===== src/hdl/polyline_light_spreader_core_macros.svh =====
// Assertion macros shared by the polyline light spreader RTL.
`ifndef POLYLINE_LIGHT_SPREADER_CORE_MACROS_SVH
`define POLYLINE_LIGHT_SPREADER_CORE_MACROS_SVH

// Same-cycle implication, checked on every rising clock edge outside reset.
`define PLS_ASSERT_IMP(label, clk, rst, ante, cons) \
   label: assert property (@(posedge clk) disable iff (rst) (ante) |-> (cons)) \
      else $error("pls assertion failed");

// Next-cycle implication, checked on every rising clock edge outside reset.
`define PLS_ASSERT_NEXT(label, clk, rst, ante, cons) \
   label: assert property (@(posedge clk) disable iff (rst) (ante) |=> (cons)) \
      else $error("pls assertion failed");

`endif


===== src/hdl/pls_pkg.sv =====
// Types and constants shared by the polyline light spreader modules.
package pls_pkg;

   localparam int COORD_W      = 16;  // signed Q8.8 coordinates
   localparam int LIDX_W       = 6;   // running light index
   localparam int NL_W         = 7;   // num_lights register
   localparam int SEG_W        = 11;  // segment_count register and accumulator
   localparam int SUM_W        = 12;  // accumulator plus budget, also n and n + 1
   localparam int DIVR_W       = 12;  // divisor and remainder of the shared divider
   localparam int DIVD_W       = (COORD_W > SUM_W) ? COORD_W : SUM_W;
   localparam int DIV_CNT_W    = $clog2(DIVD_W + 1);
   localparam int EMIT_W       = 7;   // lights per segment, up to RESULT_LIMIT
   localparam int RESULT_LIMIT = 64;

   localparam int CSR_IDX_W  = 2;
   localparam int CSR_DATA_W = 16;

   localparam logic [CSR_IDX_W-1:0] CSR_NUM_LIGHTS    = CSR_IDX_W'(0);
   localparam logic [CSR_IDX_W-1:0] CSR_SEGMENT_COUNT = CSR_IDX_W'(1);

   localparam logic [NL_W-1:0]  NUM_LIGHTS_RESET = NL_W'(50);
   localparam logic [SEG_W-1:0] SEG_COUNT_RESET  = SEG_W'(64);

   typedef struct packed {
      logic                       bolt_start;
      logic signed [COORD_W-1:0]  start_x;
      logic signed [COORD_W-1:0]  start_y;
      logic signed [COORD_W-1:0]  start_z;
      logic signed [COORD_W-1:0]  end_x;
      logic signed [COORD_W-1:0]  end_y;
      logic signed [COORD_W-1:0]  end_z;
   } pls_req_type;

   typedef struct packed {
      logic signed [COORD_W-1:0]  light_x;
      logic signed [COORD_W-1:0]  light_y;
      logic signed [COORD_W-1:0]  light_z;
      logic        [LIDX_W-1:0]   light_index;
      logic                       last_of_segment;
   } pls_rsp_type;

   // Control from the sequencer to one axis stepper.
   typedef struct packed {
      logic load_seg;   // capture start point and delta of a new segment
      logic load_div;   // capture quotient and remainder of |delta| / (n + 1)
      logic advance;    // move to the next light
   } pls_axis_ctl_type;

endpackage


===== src/hdl/pls_divider.sv =====
// Shared restoring divider, one quotient bit per cycle.
module pls_divider (
   input  logic                        clock,
   input  logic                        reset,
   input  logic                        start,
   input  logic [pls_pkg::DIVD_W-1:0]  dividend,
   input  logic [pls_pkg::DIVR_W-1:0]  divisor,
   output logic                        done,
   output logic [pls_pkg::DIVD_W-1:0]  quotient,
   output logic [pls_pkg::DIVR_W-1:0]  remainder
);
   import pls_pkg::*;

   logic                  busy_ff, busy_in;
   logic                  done_ff, done_in;
   logic [DIV_CNT_W-1:0]  cnt_ff, cnt_in;
   logic [DIVD_W-1:0]     quo_ff, quo_in;
   logic [DIVR_W-1:0]     rem_ff, rem_in;
   logic [DIVR_W-1:0]     dvs_ff, dvs_in;
   logic [DIVR_W:0]       shifted;
   logic [DIVR_W:0]       diff;
   logic                  fits;

   // The partial remainder stays below the divisor, so the shifted value is
   // below twice the divisor and one subtraction restores it.
   assign shifted = {rem_ff, quo_ff[DIVD_W-1]};
   assign diff    = shifted - {1'b0, dvs_ff};
   assign fits    = shifted >= {1'b0, dvs_ff};

   always_comb begin
      busy_in = busy_ff;
      done_in = 1'b0;
      cnt_in  = cnt_ff;
      quo_in  = quo_ff;
      rem_in  = rem_ff;
      dvs_in  = dvs_ff;
      if (start) begin
         busy_in = 1'b1;
         cnt_in  = DIV_CNT_W'(DIVD_W);
         quo_in  = dividend;
         rem_in  = '0;
         dvs_in  = divisor;
      end else if (busy_ff) begin
         quo_in = {quo_ff[DIVD_W-2:0], fits};
         rem_in = fits ? diff[DIVR_W-1:0] : shifted[DIVR_W-1:0];
         cnt_in = cnt_ff - 1'b1;
         if (cnt_ff == DIV_CNT_W'(1)) begin
            busy_in = 1'b0;
            done_in = 1'b1;
         end
      end
   end

   always_ff @(posedge clock) begin
      if (reset) begin
         busy_ff <= 1'b0;
         done_ff <= 1'b0;
         cnt_ff  <= '0;
      end else begin
         busy_ff <= busy_in;
         done_ff <= done_in;
         cnt_ff  <= cnt_in;
      end
      quo_ff <= quo_in;
      rem_ff <= rem_in;
      dvs_ff <= dvs_in;
   end

   assign done      = done_ff;
   assign quotient  = quo_ff;
   assign remainder = rem_ff;

endmodule


===== src/hdl/pls_axis.sv =====
// One axis of the light placer: delta magnitude and a Bresenham-style stepper.
module pls_axis (
   input  logic                               clock,
   input  pls_pkg::pls_axis_ctl_type          ctl,
   input  logic signed [pls_pkg::COORD_W-1:0] start_coord,
   input  logic signed [pls_pkg::COORD_W-1:0] end_coord,
   input  logic        [pls_pkg::COORD_W-1:0] quo,
   input  logic        [pls_pkg::DIVR_W-1:0]  rem,
   input  logic        [pls_pkg::DIVR_W-1:0]  n1,
   output logic        [pls_pkg::COORD_W-1:0] mag,
   output logic signed [pls_pkg::COORD_W-1:0] pos
);
   import pls_pkg::*;

   logic [COORD_W-1:0]  a_ff, a_in;
   logic                neg_ff, neg_in;
   logic [COORD_W-1:0]  mag_ff, mag_in;
   logic [COORD_W-1:0]  qs_ff, qs_in;    // per-light quotient step
   logic [DIVR_W-1:0]   rs_ff, rs_in;    // per-light remainder step
   logic [COORD_W-1:0]  q_ff, q_in;     // |delta| * k / (n + 1), truncated
   logic [DIVR_W-1:0]   r_ff, r_in;     // matching remainder
   logic [COORD_W:0]    delta;
   logic [COORD_W:0]    delta_abs;
   logic [DIVR_W:0]     r_sum;
   logic [DIVR_W:0]     r_wrap;
   logic                wrap;
   logic [COORD_W:0]    offset;
   logic [COORD_W:0]    place;

   // The magnitude of a COORD_W+1 bit difference always fits COORD_W bits.
   assign delta     = {end_coord[COORD_W-1], end_coord}
                      - {start_coord[COORD_W-1], start_coord};
   assign delta_abs = delta[COORD_W] ? (~delta + 1'b1) : delta;

   assign r_sum  = {1'b0, r_ff} + {1'b0, rs_ff};
   assign r_wrap = r_sum - {1'b0, n1};
   assign wrap   = r_sum >= {1'b0, n1};

   // Truncation toward zero works on the magnitude; the sign goes on after.
   assign offset = neg_ff ? (~{1'b0, q_ff} + 1'b1) : {1'b0, q_ff};
   assign place  = {a_ff[COORD_W-1], a_ff} + offset;

   always_comb begin
      a_in   = a_ff;
      neg_in = neg_ff;
      mag_in = mag_ff;
      qs_in  = qs_ff;
      rs_in  = rs_ff;
      q_in   = q_ff;
      r_in   = r_ff;
      if (ctl.load_seg) begin
         a_in   = start_coord;
         neg_in = delta[COORD_W];
         mag_in = delta_abs[COORD_W-1:0];
      end
      if (ctl.load_div) begin
         qs_in = quo;
         rs_in = rem;
         q_in  = quo;
         r_in  = rem;
      end else if (ctl.advance) begin
         q_in = q_ff + qs_ff + COORD_W'(wrap);
         r_in = wrap ? r_wrap[DIVR_W-1:0] : r_sum[DIVR_W-1:0];
      end
   end

   always_ff @(posedge clock) begin
      a_ff   <= a_in;
      neg_ff <= neg_in;
      mag_ff <= mag_in;
      qs_ff  <= qs_in;
      rs_ff  <= rs_in;
      q_ff   <= q_in;
      r_ff   <= r_in;
   end

   assign mag = mag_ff;
   assign pos = place[COORD_W-1:0];

endmodule


===== src/hdl/polyline_light_spreader_core.sv =====
// Top level of the polyline light spreader: sequencer, registers and result stage.
//
// Each request beat is one segment of a bolt. The block adds num_lights to an
// exact remainder accumulator and divides by segment_count (0 counts as 1);
// the quotient n is the segment's light count, the remainder is kept. The
// lights, capped by the bolt budget MAX_LIGHTS and by 64 per segment, sit at
// start + (end - start) * k / (n + 1) for k = 1..n, truncated toward zero on
// each axis, and leave as response beats with a running index (mod 64) and a
// last-of-segment flag. bolt_start clears the accumulator and the index first.
// All divisions run on one restoring divider that retires one quotient bit a
// cycle: one division for n and one per axis for |delta| / (n + 1). After that
// an incremental quotient and remainder stepper per axis gives one light a
// cycle while the output register can take it. The axis divisions are skipped
// when a segment yields no light. req_ready is high only between segments.
// Responses sit in an output register, so a stalled response beat does not
// stop the next segment from starting its divisions. Configuration beats are
// taken at any time (csr_ready is always high) but are meant for an idle
// block.
`include "polyline_light_spreader_core_macros.svh"

module polyline_light_spreader_core #(
   parameter int MAX_LIGHTS = 64
) (
   input  logic                                clock,
   input  logic                                reset,
   input  logic                                req_valid,
   output logic                                req_ready,
   input  pls_pkg::pls_req_type                req_payload,
   output logic                                rsp_valid,
   input  logic                                rsp_ready,
   output pls_pkg::pls_rsp_type                rsp_payload,
   input  logic                                csr_valid,
   output logic                                csr_ready,
   input  logic [pls_pkg::CSR_IDX_W-1:0]       csr_index,
   input  logic [pls_pkg::CSR_DATA_W-1:0]      csr_data
);
   import pls_pkg::*;

   // Lights placed in the current bolt, saturating at MAX_LIGHTS.
   localparam int PW    = $clog2(MAX_LIGHTS + 1);
   localparam int CMP_W = ((PW > SUM_W) ? PW : SUM_W) + 1;

   typedef enum logic [2:0] {
      S_IDLE,
      S_DIV_N,
      S_DIV_X,
      S_DIV_Y,
      S_DIV_Z,
      S_EMIT
   } state_type;

   state_type          state_ff, state_in;
   logic               go_ff, go_in;
   logic [NL_W-1:0]    num_lights_ff, num_lights_in;
   logic [SEG_W-1:0]   seg_count_ff, seg_count_in;
   logic [SEG_W-1:0]   acc_ff, acc_in;
   logic [PW-1:0]      placed_ff, placed_in;
   logic [SUM_W-1:0]   n1_ff, n1_in;
   logic [EMIT_W-1:0]  remain_ff, remain_in;
   logic               rsp_valid_ff, rsp_valid_in;
   pls_rsp_type        rsp_ff, rsp_in;

   // Shared divider hookup.
   logic [DIVD_W-1:0]  div_dividend;
   logic [DIVR_W-1:0]  div_divisor;
   logic               div_done;
   logic [DIVD_W-1:0]  div_quo;
   logic [DIVR_W-1:0]  div_rem;

   // Axis steppers.
   pls_axis_ctl_type    ctl_x, ctl_y, ctl_z;
   logic [COORD_W-1:0]  mag_x, mag_y, mag_z;
   logic signed [COORD_W-1:0] pos_x, pos_y, pos_z;

   logic [SUM_W-1:0]   budget_sum;
   logic [SUM_W-1:0]   n_div;
   logic [CMP_W-1:0]   room;
   logic [CMP_W-1:0]   n_wide;
   logic [CMP_W-1:0]   cap1;
   logic [CMP_W-1:0]   cap2;
   logic [EMIT_W-1:0]  emit_count;
   logic               out_free;

   // The accumulator stays below segment_count, so the sum never overflows.
   assign budget_sum = {1'b0, acc_ff} + SUM_W'(num_lights_ff);

   // Light count of the segment: n, clipped by the bolt's remaining budget and
   // by the per-segment limit. Only meaningful while the n division finishes.
   assign n_div      = div_quo[SUM_W-1:0];
   assign n_wide     = CMP_W'(n_div);
   assign room       = CMP_W'(MAX_LIGHTS) - CMP_W'(placed_ff);
   assign cap1       = (n_wide < room) ? n_wide : room;
   assign cap2       = (cap1 < CMP_W'(RESULT_LIMIT)) ? cap1 : CMP_W'(RESULT_LIMIT);
   assign emit_count = EMIT_W'(cap2);

   assign out_free = !rsp_valid_ff || rsp_ready;

   always_comb begin
      div_dividend = DIVD_W'(budget_sum);
      div_divisor  = (seg_count_ff == '0) ? DIVR_W'(1) : DIVR_W'(seg_count_ff);
      case (state_ff)
         S_DIV_X: begin
            div_dividend = DIVD_W'(mag_x);
            div_divisor  = n1_ff;
         end
         S_DIV_Y: begin
            div_dividend = DIVD_W'(mag_y);
            div_divisor  = n1_ff;
         end
         S_DIV_Z: begin
            div_dividend = DIVD_W'(mag_z);
            div_divisor  = n1_ff;
         end
         default: begin
         end
      endcase
   end

   pls_divider u_divider (
      .clock     (clock),
      .reset     (reset),
      .start     (go_ff),
      .dividend  (div_dividend),
      .divisor   (div_divisor),
      .done      (div_done),
      .quotient  (div_quo),
      .remainder (div_rem)
   );

   pls_axis u_axis_x (
      .clock       (clock),
      .ctl         (ctl_x),
      .start_coord (req_payload.start_x),
      .end_coord   (req_payload.end_x),
      .quo         (COORD_W'(div_quo)),
      .rem         (div_rem),
      .n1          (n1_ff),
      .mag         (mag_x),
      .pos         (pos_x)
   );

   pls_axis u_axis_y (
      .clock       (clock),
      .ctl         (ctl_y),
      .start_coord (req_payload.start_y),
      .end_coord   (req_payload.end_y),
      .quo         (COORD_W'(div_quo)),
      .rem         (div_rem),
      .n1          (n1_ff),
      .mag         (mag_y),
      .pos         (pos_y)
   );

   pls_axis u_axis_z (
      .clock       (clock),
      .ctl         (ctl_z),
      .start_coord (req_payload.start_z),
      .end_coord   (req_payload.end_z),
      .quo         (COORD_W'(div_quo)),
      .rem         (div_rem),
      .n1          (n1_ff),
      .mag         (mag_z),
      .pos         (pos_z)
   );

   // Sequencer: divide for n, then once per axis, then stream the lights.
   always_comb begin
      state_in      = state_ff;
      go_in         = 1'b0;
      num_lights_in = num_lights_ff;
      seg_count_in  = seg_count_ff;
      acc_in        = acc_ff;
      placed_in     = placed_ff;
      n1_in         = n1_ff;
      remain_in     = remain_ff;
      rsp_valid_in  = rsp_valid_ff && !rsp_ready;
      rsp_in        = rsp_ff;
      ctl_x         = '0;
      ctl_y         = '0;
      ctl_z         = '0;

      if (csr_valid) begin
         unique case (csr_index)
            CSR_NUM_LIGHTS:    num_lights_in = csr_data[NL_W-1:0];
            CSR_SEGMENT_COUNT: seg_count_in  = csr_data[SEG_W-1:0];
            default: begin
            end
         endcase
      end

      unique case (state_ff)
         S_IDLE: begin
            if (req_valid) begin
               ctl_x.load_seg = 1'b1;
               ctl_y.load_seg = 1'b1;
               ctl_z.load_seg = 1'b1;
               if (req_payload.bolt_start) begin
                  acc_in    = '0;
                  placed_in = '0;
               end
               go_in    = 1'b1;
               state_in = S_DIV_N;
            end
         end
         S_DIV_N: begin
            if (div_done) begin
               // The full quotient leaves the accumulator even when the
               // budget clips the number of lights actually placed.
               acc_in    = div_rem[SEG_W-1:0];
               n1_in     = n_div + 1'b1;
               remain_in = emit_count;
               if (emit_count == '0) begin
                  state_in = S_IDLE;
               end else begin
                  go_in    = 1'b1;
                  state_in = S_DIV_X;
               end
            end
         end
         S_DIV_X: begin
            if (div_done) begin
               ctl_x.load_div = 1'b1;
               go_in          = 1'b1;
               state_in       = S_DIV_Y;
            end
         end
         S_DIV_Y: begin
            if (div_done) begin
               ctl_y.load_div = 1'b1;
               go_in          = 1'b1;
               state_in       = S_DIV_Z;
            end
         end
         S_DIV_Z: begin
            if (div_done) begin
               ctl_z.load_div = 1'b1;
               state_in       = S_EMIT;
            end
         end
         S_EMIT: begin
            if (out_free) begin
               rsp_valid_in           = 1'b1;
               rsp_in.light_x         = pos_x;
               rsp_in.light_y         = pos_y;
               rsp_in.light_z         = pos_z;
               rsp_in.light_index     = LIDX_W'(placed_ff);
               rsp_in.last_of_segment = (remain_ff == EMIT_W'(1));
               ctl_x.advance          = 1'b1;
               ctl_y.advance          = 1'b1;
               ctl_z.advance          = 1'b1;
               placed_in              = placed_ff + 1'b1;
               remain_in              = remain_ff - 1'b1;
               if (remain_ff == EMIT_W'(1)) begin
                  state_in = S_IDLE;
               end
            end
         end
         default: begin
            state_in = S_IDLE;
         end
      endcase
   end

   always_ff @(posedge clock) begin
      if (reset) begin
         state_ff      <= S_IDLE;
         go_ff         <= 1'b0;
         num_lights_ff <= NUM_LIGHTS_RESET;
         seg_count_ff  <= SEG_COUNT_RESET;
         acc_ff        <= '0;
         placed_ff     <= '0;
         remain_ff     <= '0;
         rsp_valid_ff  <= 1'b0;
      end else begin
         state_ff      <= state_in;
         go_ff         <= go_in;
         num_lights_ff <= num_lights_in;
         seg_count_ff  <= seg_count_in;
         acc_ff        <= acc_in;
         placed_ff     <= placed_in;
         remain_ff     <= remain_in;
         rsp_valid_ff  <= rsp_valid_in;
      end
      n1_ff  <= n1_in;
      rsp_ff <= rsp_in;
   end

   assign req_ready   = (state_ff == S_IDLE);
   assign csr_ready   = 1'b1;
   assign rsp_valid   = rsp_valid_ff;
   assign rsp_payload = rsp_ff;

   // A segment is taken only from idle, and the block is busy right after.
   `PLS_ASSERT_NEXT(a_busy_after_accept, clock, reset, req_valid && req_ready, !req_ready)
   // The bolt never places more lights than its budget.
   `PLS_ASSERT_IMP(a_budget_cap, clock, reset, 1'b1, placed_ff <= PW'(MAX_LIGHTS))
   // Streaming only happens with lights left to give.
   `PLS_ASSERT_IMP(a_emit_nonzero, clock, reset, state_ff == S_EMIT, remain_ff != '0)
   // The divider only finishes while the sequencer waits for it.
   `PLS_ASSERT_IMP(a_done_in_div, clock, reset, div_done, state_ff != S_IDLE && state_ff != S_EMIT)

endmodule

===== config.mk =====
export PLATFORM = sky130hd
export DESIGN_NAME = polyline_light_spreader_core
export DESIGN_NICKNAME = d
export VERILOG_FILES = /design/src/hdl/pls_pkg.sv /design/src/hdl/pls_divider.sv /design/src/hdl/pls_axis.sv /design/src/hdl/polyline_light_spreader_core.sv
export VERILOG_INCLUDE_DIRS = /design/src /design/src/hdl
export SDC_FILE = /design/constraint.sdc
export NUM_CORES = 1
export LEC_CHECK = 0
export BUFFER_PORTS_ARGS = -buffer_cell sky130_fd_sc_hd__buf_4
export CORE_ASPECT_RATIO = 2
export CORE_MARGIN = 10
export CORE_UTILIZATION = 59
export DETAILED_ROUTE_END_ITERATION = 16
export GPL_TIMING_DRIVEN = 0
export PLACE_DENSITY = 0.78
export SLEW_MARGIN = 25
export SYNTH_ARGS = -nofsm -noshare
export SYNTH_HDL_FRONTEND = slang
export SYNTH_SLANG_ARGS = --single-unit
export TNS_END_PERCENT = 30

===== constraint.sdc =====
create_clock -name clock -period 24.5 [get_ports clock]
set_input_delay 2.45 -clock clock [delete_from_list [all_inputs] [get_ports clock]]
set_output_delay 2.45 -clock clock [all_outputs]
set_load 0.01 [all_outputs]

==> reports/metrics.cfg, run 1 <==
[run_status]
status = finished, final reports clean

[synth]
synth_fa_ha_area_frac = 0.124
synth_area_per_cell_um2 = 10.0
yosysSeqAreaShare = 0.432
yosys.area_share.xor_xnor = 0.0824
synth_compound_area_frac = 0.154
syn_nets = 3214
syn-instance-count = 2825
syn_area_um2 = 28300
synth-edff-count = 362
ys_ff_latch = 429
ys_types = 84
synth_top_family_by_area = compound AO/OA/AOI/OAI gates
synthSimpleGateAreaFrac = 0.142
ys.warnings.count = 0
synth_flop_cell = edfxtp_1
synth_mux_area_frac = 0.0275
synthArstFlopShare = 0

[cells_and_area]
fillers = 3775
antennaDiodeCount = 0
nets = 3449
mostFrequentLayoutCells = edfxtp_1, ha_1, nor2_1
multi_input_area_um2 = 15000
register_area_um2 = 12200
area_growth_pct = 12.7
drive_gt1_frac = 0.104
final_common_cell = edfxtp_1

[clocking]
cts_root_buffer = clkbuf_16
clock_path_buffers = 3
cts_tree = yes
cts_hold_buffers = 0
cts_sinks = 429
post_cts_buffers = 0
clkLatencyLatePin_ns = 0.57
ctsResizeCount = 0
cts.clk_slew.worst_paths_ns = 0.07
h-tree-depth = 2
cts_inserted_buffers = 41

[route]
viasPerCell = 6.15
postRouteAntennaNets = 0
via_count = 22900
dr.first_iter.drc_count = 1746
wire_per_inst_um = 22.4
drc_errors = 0
wl_um = 83300
drt-pass1-iter-count = 6

[setup_path]
crit_fanout = 10
slowest_stage = a2111oi_0
critPathCaptureType = register
start_kind = register
worstPathRequired_ns = 24.81
cp.arrival_ns = 7.61
crit_path_max_incr_delay_ns = 0.72
timing_worst_setup_path_type = reg2reg

[global_route]
grt_pass1_wl_um = 126000
track_usage = 0.279
grt_pass1_vias = 23500
gr-total-overflow = 0
grt_max_degree = 33
antenna_found_initial = 0

[timing]
final_max_slew_viol_count = 0
fin_hold_ws_ns = 0.446
finalCritPeriodShare = 0.298
fin_crit_ns = 7.30
clock_skew_ns = 0.0236
setup_viol = 0
rsz0062_at_grt = false
hold_viol = 0
max_freq_mhz = 137
tightest_slew_ns = 0.968
max-slew-margin-rel = 0.355
tns_ns = 0

[die]
fp.dieH_um = 330
floorplan.initialDensity = 0.595
core_um2 = 47500
die_w_um = 175
dieArea_um2 = 57600
pin_count = 178
fp-row-count = 113

[placed_design]
dp_hpwl_um = 64800
port-buffer-count = 170
gp_congestion = 0.978

[hold_path]
hold_class = reg2reg

[power_and_ir_drop]
total_power_mw = 1.86
ir_drop_uv = 60.8
p_leak_nw = 12.9
p_per_area_nw_per_um2 = 58.4

[run]
drv_cap = 0

metal layers:
layer,part of all wire,vias up,track usage
li1,-,10800,-
met1,0.33,10900,0.269
met2,0.53,898,0.527
met3,0.053,293,0.0347
met4,0.080,0,0.208
met5,0,-,0
critical path: cells and delay by family, from the launching register on:
kind	cells	cell delay, ns
xor gates and xnor gates	1	0.26
adders and majority gates	4	1.52
and+or+nand+nor	6	0.83
AOI/OAI and AO/OA	14	3.69
DFF	1	0.42
buffers and inverters	2	0.33
final timing paths:
kind                                       start                 to  slack (ns)  cells after the start
worst max-delay path            u_axis_z.r_ff[1]  u_axis_z.q_ff[14]       17.20                     27
worst min-delay path                placed_ff[2]     rsp_payload[3]        0.45                      0
worst max register to register  u_axis_z.r_ff[1]  u_axis_z.q_ff[14]       17.20                     27
worst min register to register      placed_ff[2]     rsp_payload[3]        0.45                      0
power breakdown:
part | total [mW] | switching [mW] | internal, mW
Sequential | 0.889 | 0.0500 | 0.839
Clock | 0.625 | 0.291 | 0.334
Combinational | 0.344 | 0.200 | 0.144
area by class of cell:
cell class | instances | area share
inverter | 199 | 0.0235
clock inverter | 27 | 0.00574
clock buffer | 48 | 0.0344
tap | 632 | 0.0248
buffer | 79 | 0.0101
timing repair buffer | 192 | 0.0471
sequential | 429 | 0.383
multi-input combinational | 2118 | 0.471
through the flow:
| stage | instances | worst slack (ns) | area [um^2] | util |
|---|---|---|---|---|
| after floorplan | 2825 | 9.97 | 28300 | - |
| after global placement | 3627 | 3.02 | 30300 | 0.638 |
| after detailed placement | 3649 | 17.40 | 30600 | 0.643 |
| after CTS | 3724 | 17.20 | 31800 | 0.670 |
| after global routing | 3724 | 16.86 | 31800 | 0.670 |
| final | 3724 | 17.20 | 31800 | 0.670 |
kinds of logic (layout without fill, tap and decap cells):
group,Yosys count,in the layout
simple gates,832,832
compound gates,674,674
flops,429,429
buf+inv,278,545
fa+ha+maj,269,269
xor+xnor,266,266
mux,76,76
other cells,1,1
cell usage after synthesis (35+ instances only):
| cell | number | area share |
|---|---|---|
| edfxtp_1 | 362 | 0.38 |
| ha_1 | 249 | 0.11 |
| nor2_1 | 225 | 0.030 |
| nand2_1 | 220 | 0.029 |
| a21oi_1 | 201 | 0.036 |
| inv_1 | 196 | 0.026 |
| xnor2_1 | 186 | 0.058 |
| o21ai_0 | 117 | 0.021 |
| nor3_1 | 80 | 0.014 |
| xor2_1 | 80 | 0.025 |
| nand3_1 | 72 | 0.013 |
| dfxtp_1 | 67 | 0.047 |
| clkbuf_1 | 64 | 0.0085 |
| mux2i_1 | 63 | 0.022 |
| a21o_1 | 52 | 0.014 |
| a211oi_1 | 40 | 0.011 |
| and3_1 | 38 | 0.0084 |
| o31ai_1 | 35 | 0.0093 |
flip-flops by register name (all words and copies together), names as in the netlist, 16 cells and up:
signal	count
u_axis_z.qs_ff	16
u_axis_y.qs_ff	16
u_axis_z.mag	16
u_axis_y.q_ff	16
u_axis_y.a_ff	16
u_axis_x.mag	16
u_axis_x.q_ff	16
u_divider.quotient	16
u_axis_z.a_ff	16
u_axis_z.q_ff	16
rsp_payload	55
u_axis_x.qs_ff	16
u_axis_x.a_ff	16
u_axis_y.mag	16
(Power assumes the default switching activity.)
==> run 2: changes to the inputs <==
--- a/config.mk
+++ b/config.mk
@@ -6,6 +6,7 @@
 export SDC_FILE = /design/constraint.sdc
 export NUM_CORES = 1
 export LEC_CHECK = 0
+export ABC_AREA = 1
 export BUFFER_PORTS_ARGS = -buffer_cell sky130_fd_sc_hd__buf_4
 export CORE_ASPECT_RATIO = 2
 export CORE_MARGIN = 10
==> constraint.sdc (replaced) <==
create_clock -name clock -period 7.01 [get_ports clock]
set_input_delay 0.701 -clock clock [delete_from_list [all_inputs] [get_ports clock]]
set_output_delay 0.701 -clock clock [all_outputs]
set_load 0.01 [all_outputs]
==> run 2 against run 1 <==
Clock power increased to 3.6 times the previous value. First-iteration DRC count rose by 8.1%. Combinational power grew to 11 times the previous value. Critical path depth is 1 lower. Critical path type unchanged. Highest routed layer unchanged.
==> reports/metrics.cfg, run 2 <==
[synth]
syn_area_um2 = 28400
yosys-top-cells-area = edfxtp_1, ha_1, nand2_1
syn-instance-count = 3234
synth_top_area_frac = 0.382
ys.warnings.count = 0
synth_flop_cell = edfxtp_1
synthArstFlopShare = 0
syn_nets = 3623
ys_types = 64
synth_top_cell_by_area = edfxtp_1
ys_ff_latch = 429
yosysSeqAreaShare = 0.430
synth_area_per_cell_um2 = 8.79
synth-edff-count = 362
synthMostInstantiatedCell = nand2_1
synth_common_cells = nand2_1, inv_1, edfxtp_1

[timing]
rsz0062_at_grt = false
fin_hold_ws_ns = 0.314
setup_viol = 0
max_freq_mhz = 160
worst_slack_ns = 0.778
hold_viol = 0
clock_skew_ns = 0.0182
max-slew-margin-rel = 0.349
finalCritPeriodShare = 0.889
tightest_slew_ns = 0.977
final_max_slew_viol_count = 0
fin_crit_ns = 6.23

[route]
wire_per_inst_um = 21.6
drt-pass1-iter-count = 6
postRouteAntennaNets = 0
viasPerCell = 5.91
drc_errors = 0
wl_um = 89000
via_count = 24300
dr.first_iter.drc_count = 1887

[setup_path]
path_common_cell = nand2_1
worstPathRequired_ns = 7.33
timing_worst_setup_path_type = reg2reg
critPathCaptureType = register
start_kind = register
path_buf_inv = 1
slowest_stage = nor4b_1
cp.arrival_ns = 6.55
crit_fanout = 4
crit_path_max_incr_delay_ns = 0.55
crit_family = adder cells

[clocking]
clkLatencyLatePin_ns = 0.57
cts_hold_buffers = 0
cts_sinks = 429
post_cts_buffers = 0
cts_root_buffer = clkbuf_16
clock_path_buffers = 3
cts_inserted_buffers = 40
ctsResizeCount = 0
cts_tree = yes
h-tree-depth = 2
cts.clk_slew.worst_paths_ns = 0.07

[placed_design]
port-buffer-count = 171
dpl_worst_slack_ns = 1.06
gp_congestion = 1.03
dp_cells = 4043
dp_hpwl_um = 69400

[power_and_ir_drop]
total_power_mw = 9.84
cellInternalPower_mw = 5.95
clock_power_share = 0.229
p_leak_nw = 13.8
ir_drop_uv = 265
switchingPower_mw = 3.89
swShare = 0.395
p_per_area_nw_per_um2 = 308
comb_power_share = 0.381
sequentialPowerShare = 0.391

[die]
die_w_um = 175
fp.dieH_um = 330
core_um2 = 47600
floorplan.initialDensity = 0.596
fp-row-count = 113
dieArea_um2 = 57900
pin_count = 178

[cells_and_area]
final_common_cell = nand2_1
final_cells = 4116
nets = 3842
mostFrequentLayoutCells = nand2_1, inv_1, edfxtp_1
antennaDiodeCount = 0
drive_gt1_frac = 0.0921
area_growth_pct = 12.5
largest_reg_flops = 55
fin_util = 0.671

[global_route]
antenna_found_initial = 0
track_usage = 0.299
grt_pass1_vias = 25100
grt_pass1_wl_um = 134000
grt_max_degree = 59
gr-total-overflow = 0

[hold_path]
hold_class = in2reg

[run]
drv_cap = 0

[run_status]
status = finished, final reports clean

run 2: kinds of logic after synthesis:
| logic type | count (synthesis) | synth area share |
|---|---|---|
| DFF | 429 | 0.430 |
| AOI/OAI and AO/OA | 677 | 0.134 |
| adders and majority gates | 269 | 0.124 |
| xor gates and xnor gates | 267 | 0.0828 |
| buffers and inverters | 437 | 0.0587 |
| other | 1 | 0.000132 |
| and+or+nand+nor | 1154 | 0.171 |
run 2: layer usage:
layer / track usage / vias up / share of wire
li1: - / 11500 / -
met1: 0.264 / 11400 / 0.31
met2: 0.572 / 944 / 0.54
met3: 0.0405 / 385 / 0.050
met4: 0.270 / 0 / 0.10
met5: 0 / - / 0
run 2: layout make-up:
type / count / area (um^2)
multi-input combinational: 2368 / 14600
clock inverter: 23 / 219
sequential: 429 / 12200
timing repair buffer: 177 / 1430
tap: 632 / 791
fill: 3845 / 15700
clock buffer: 50 / 1090
buffer: 56 / 239
inverter: 381 / 1440
run 2: per-stage QoR:
step / setup TNS [ns] / area, um^2
floorplan: 0 / 28400
global placement: -52.08 / 30500
detailed placement: 0 / 30700
CTS: 0 / 32000
global route: 0 / 32000
finish: 0 / 32000
run 2: path summary, 6_finish.rpt:
path | startpoint | to | slack (ns) | cells past startpoint
worst min register to register | acc_ff[10] | acc_ff[10] | 0.47 | 2
worst min-delay path | req_payload[80] | u_axis_x.a_ff[0] | 0.31 | 1
worst max-delay path | u_axis_x.rs_ff[0] | u_axis_x.q_ff[12] | 0.78 | 26
worst max register to register | u_axis_x.rs_ff[0] | u_axis_x.q_ff[12] | 0.78 | 26
run 2: power by group through the flow:
stage          Sequential, mW  Clock, mW  Combinational (mW)
6_report                 3.85       2.25                3.75
5_1_grt                  3.85       2.36                4.11
4_1_cts                  3.83       2.26                3.68
3_5_place_dp             3.88          0                3.64
3_3_place_gp             3.92          0                3.47
2_1_floorplan            3.69          0                2.52
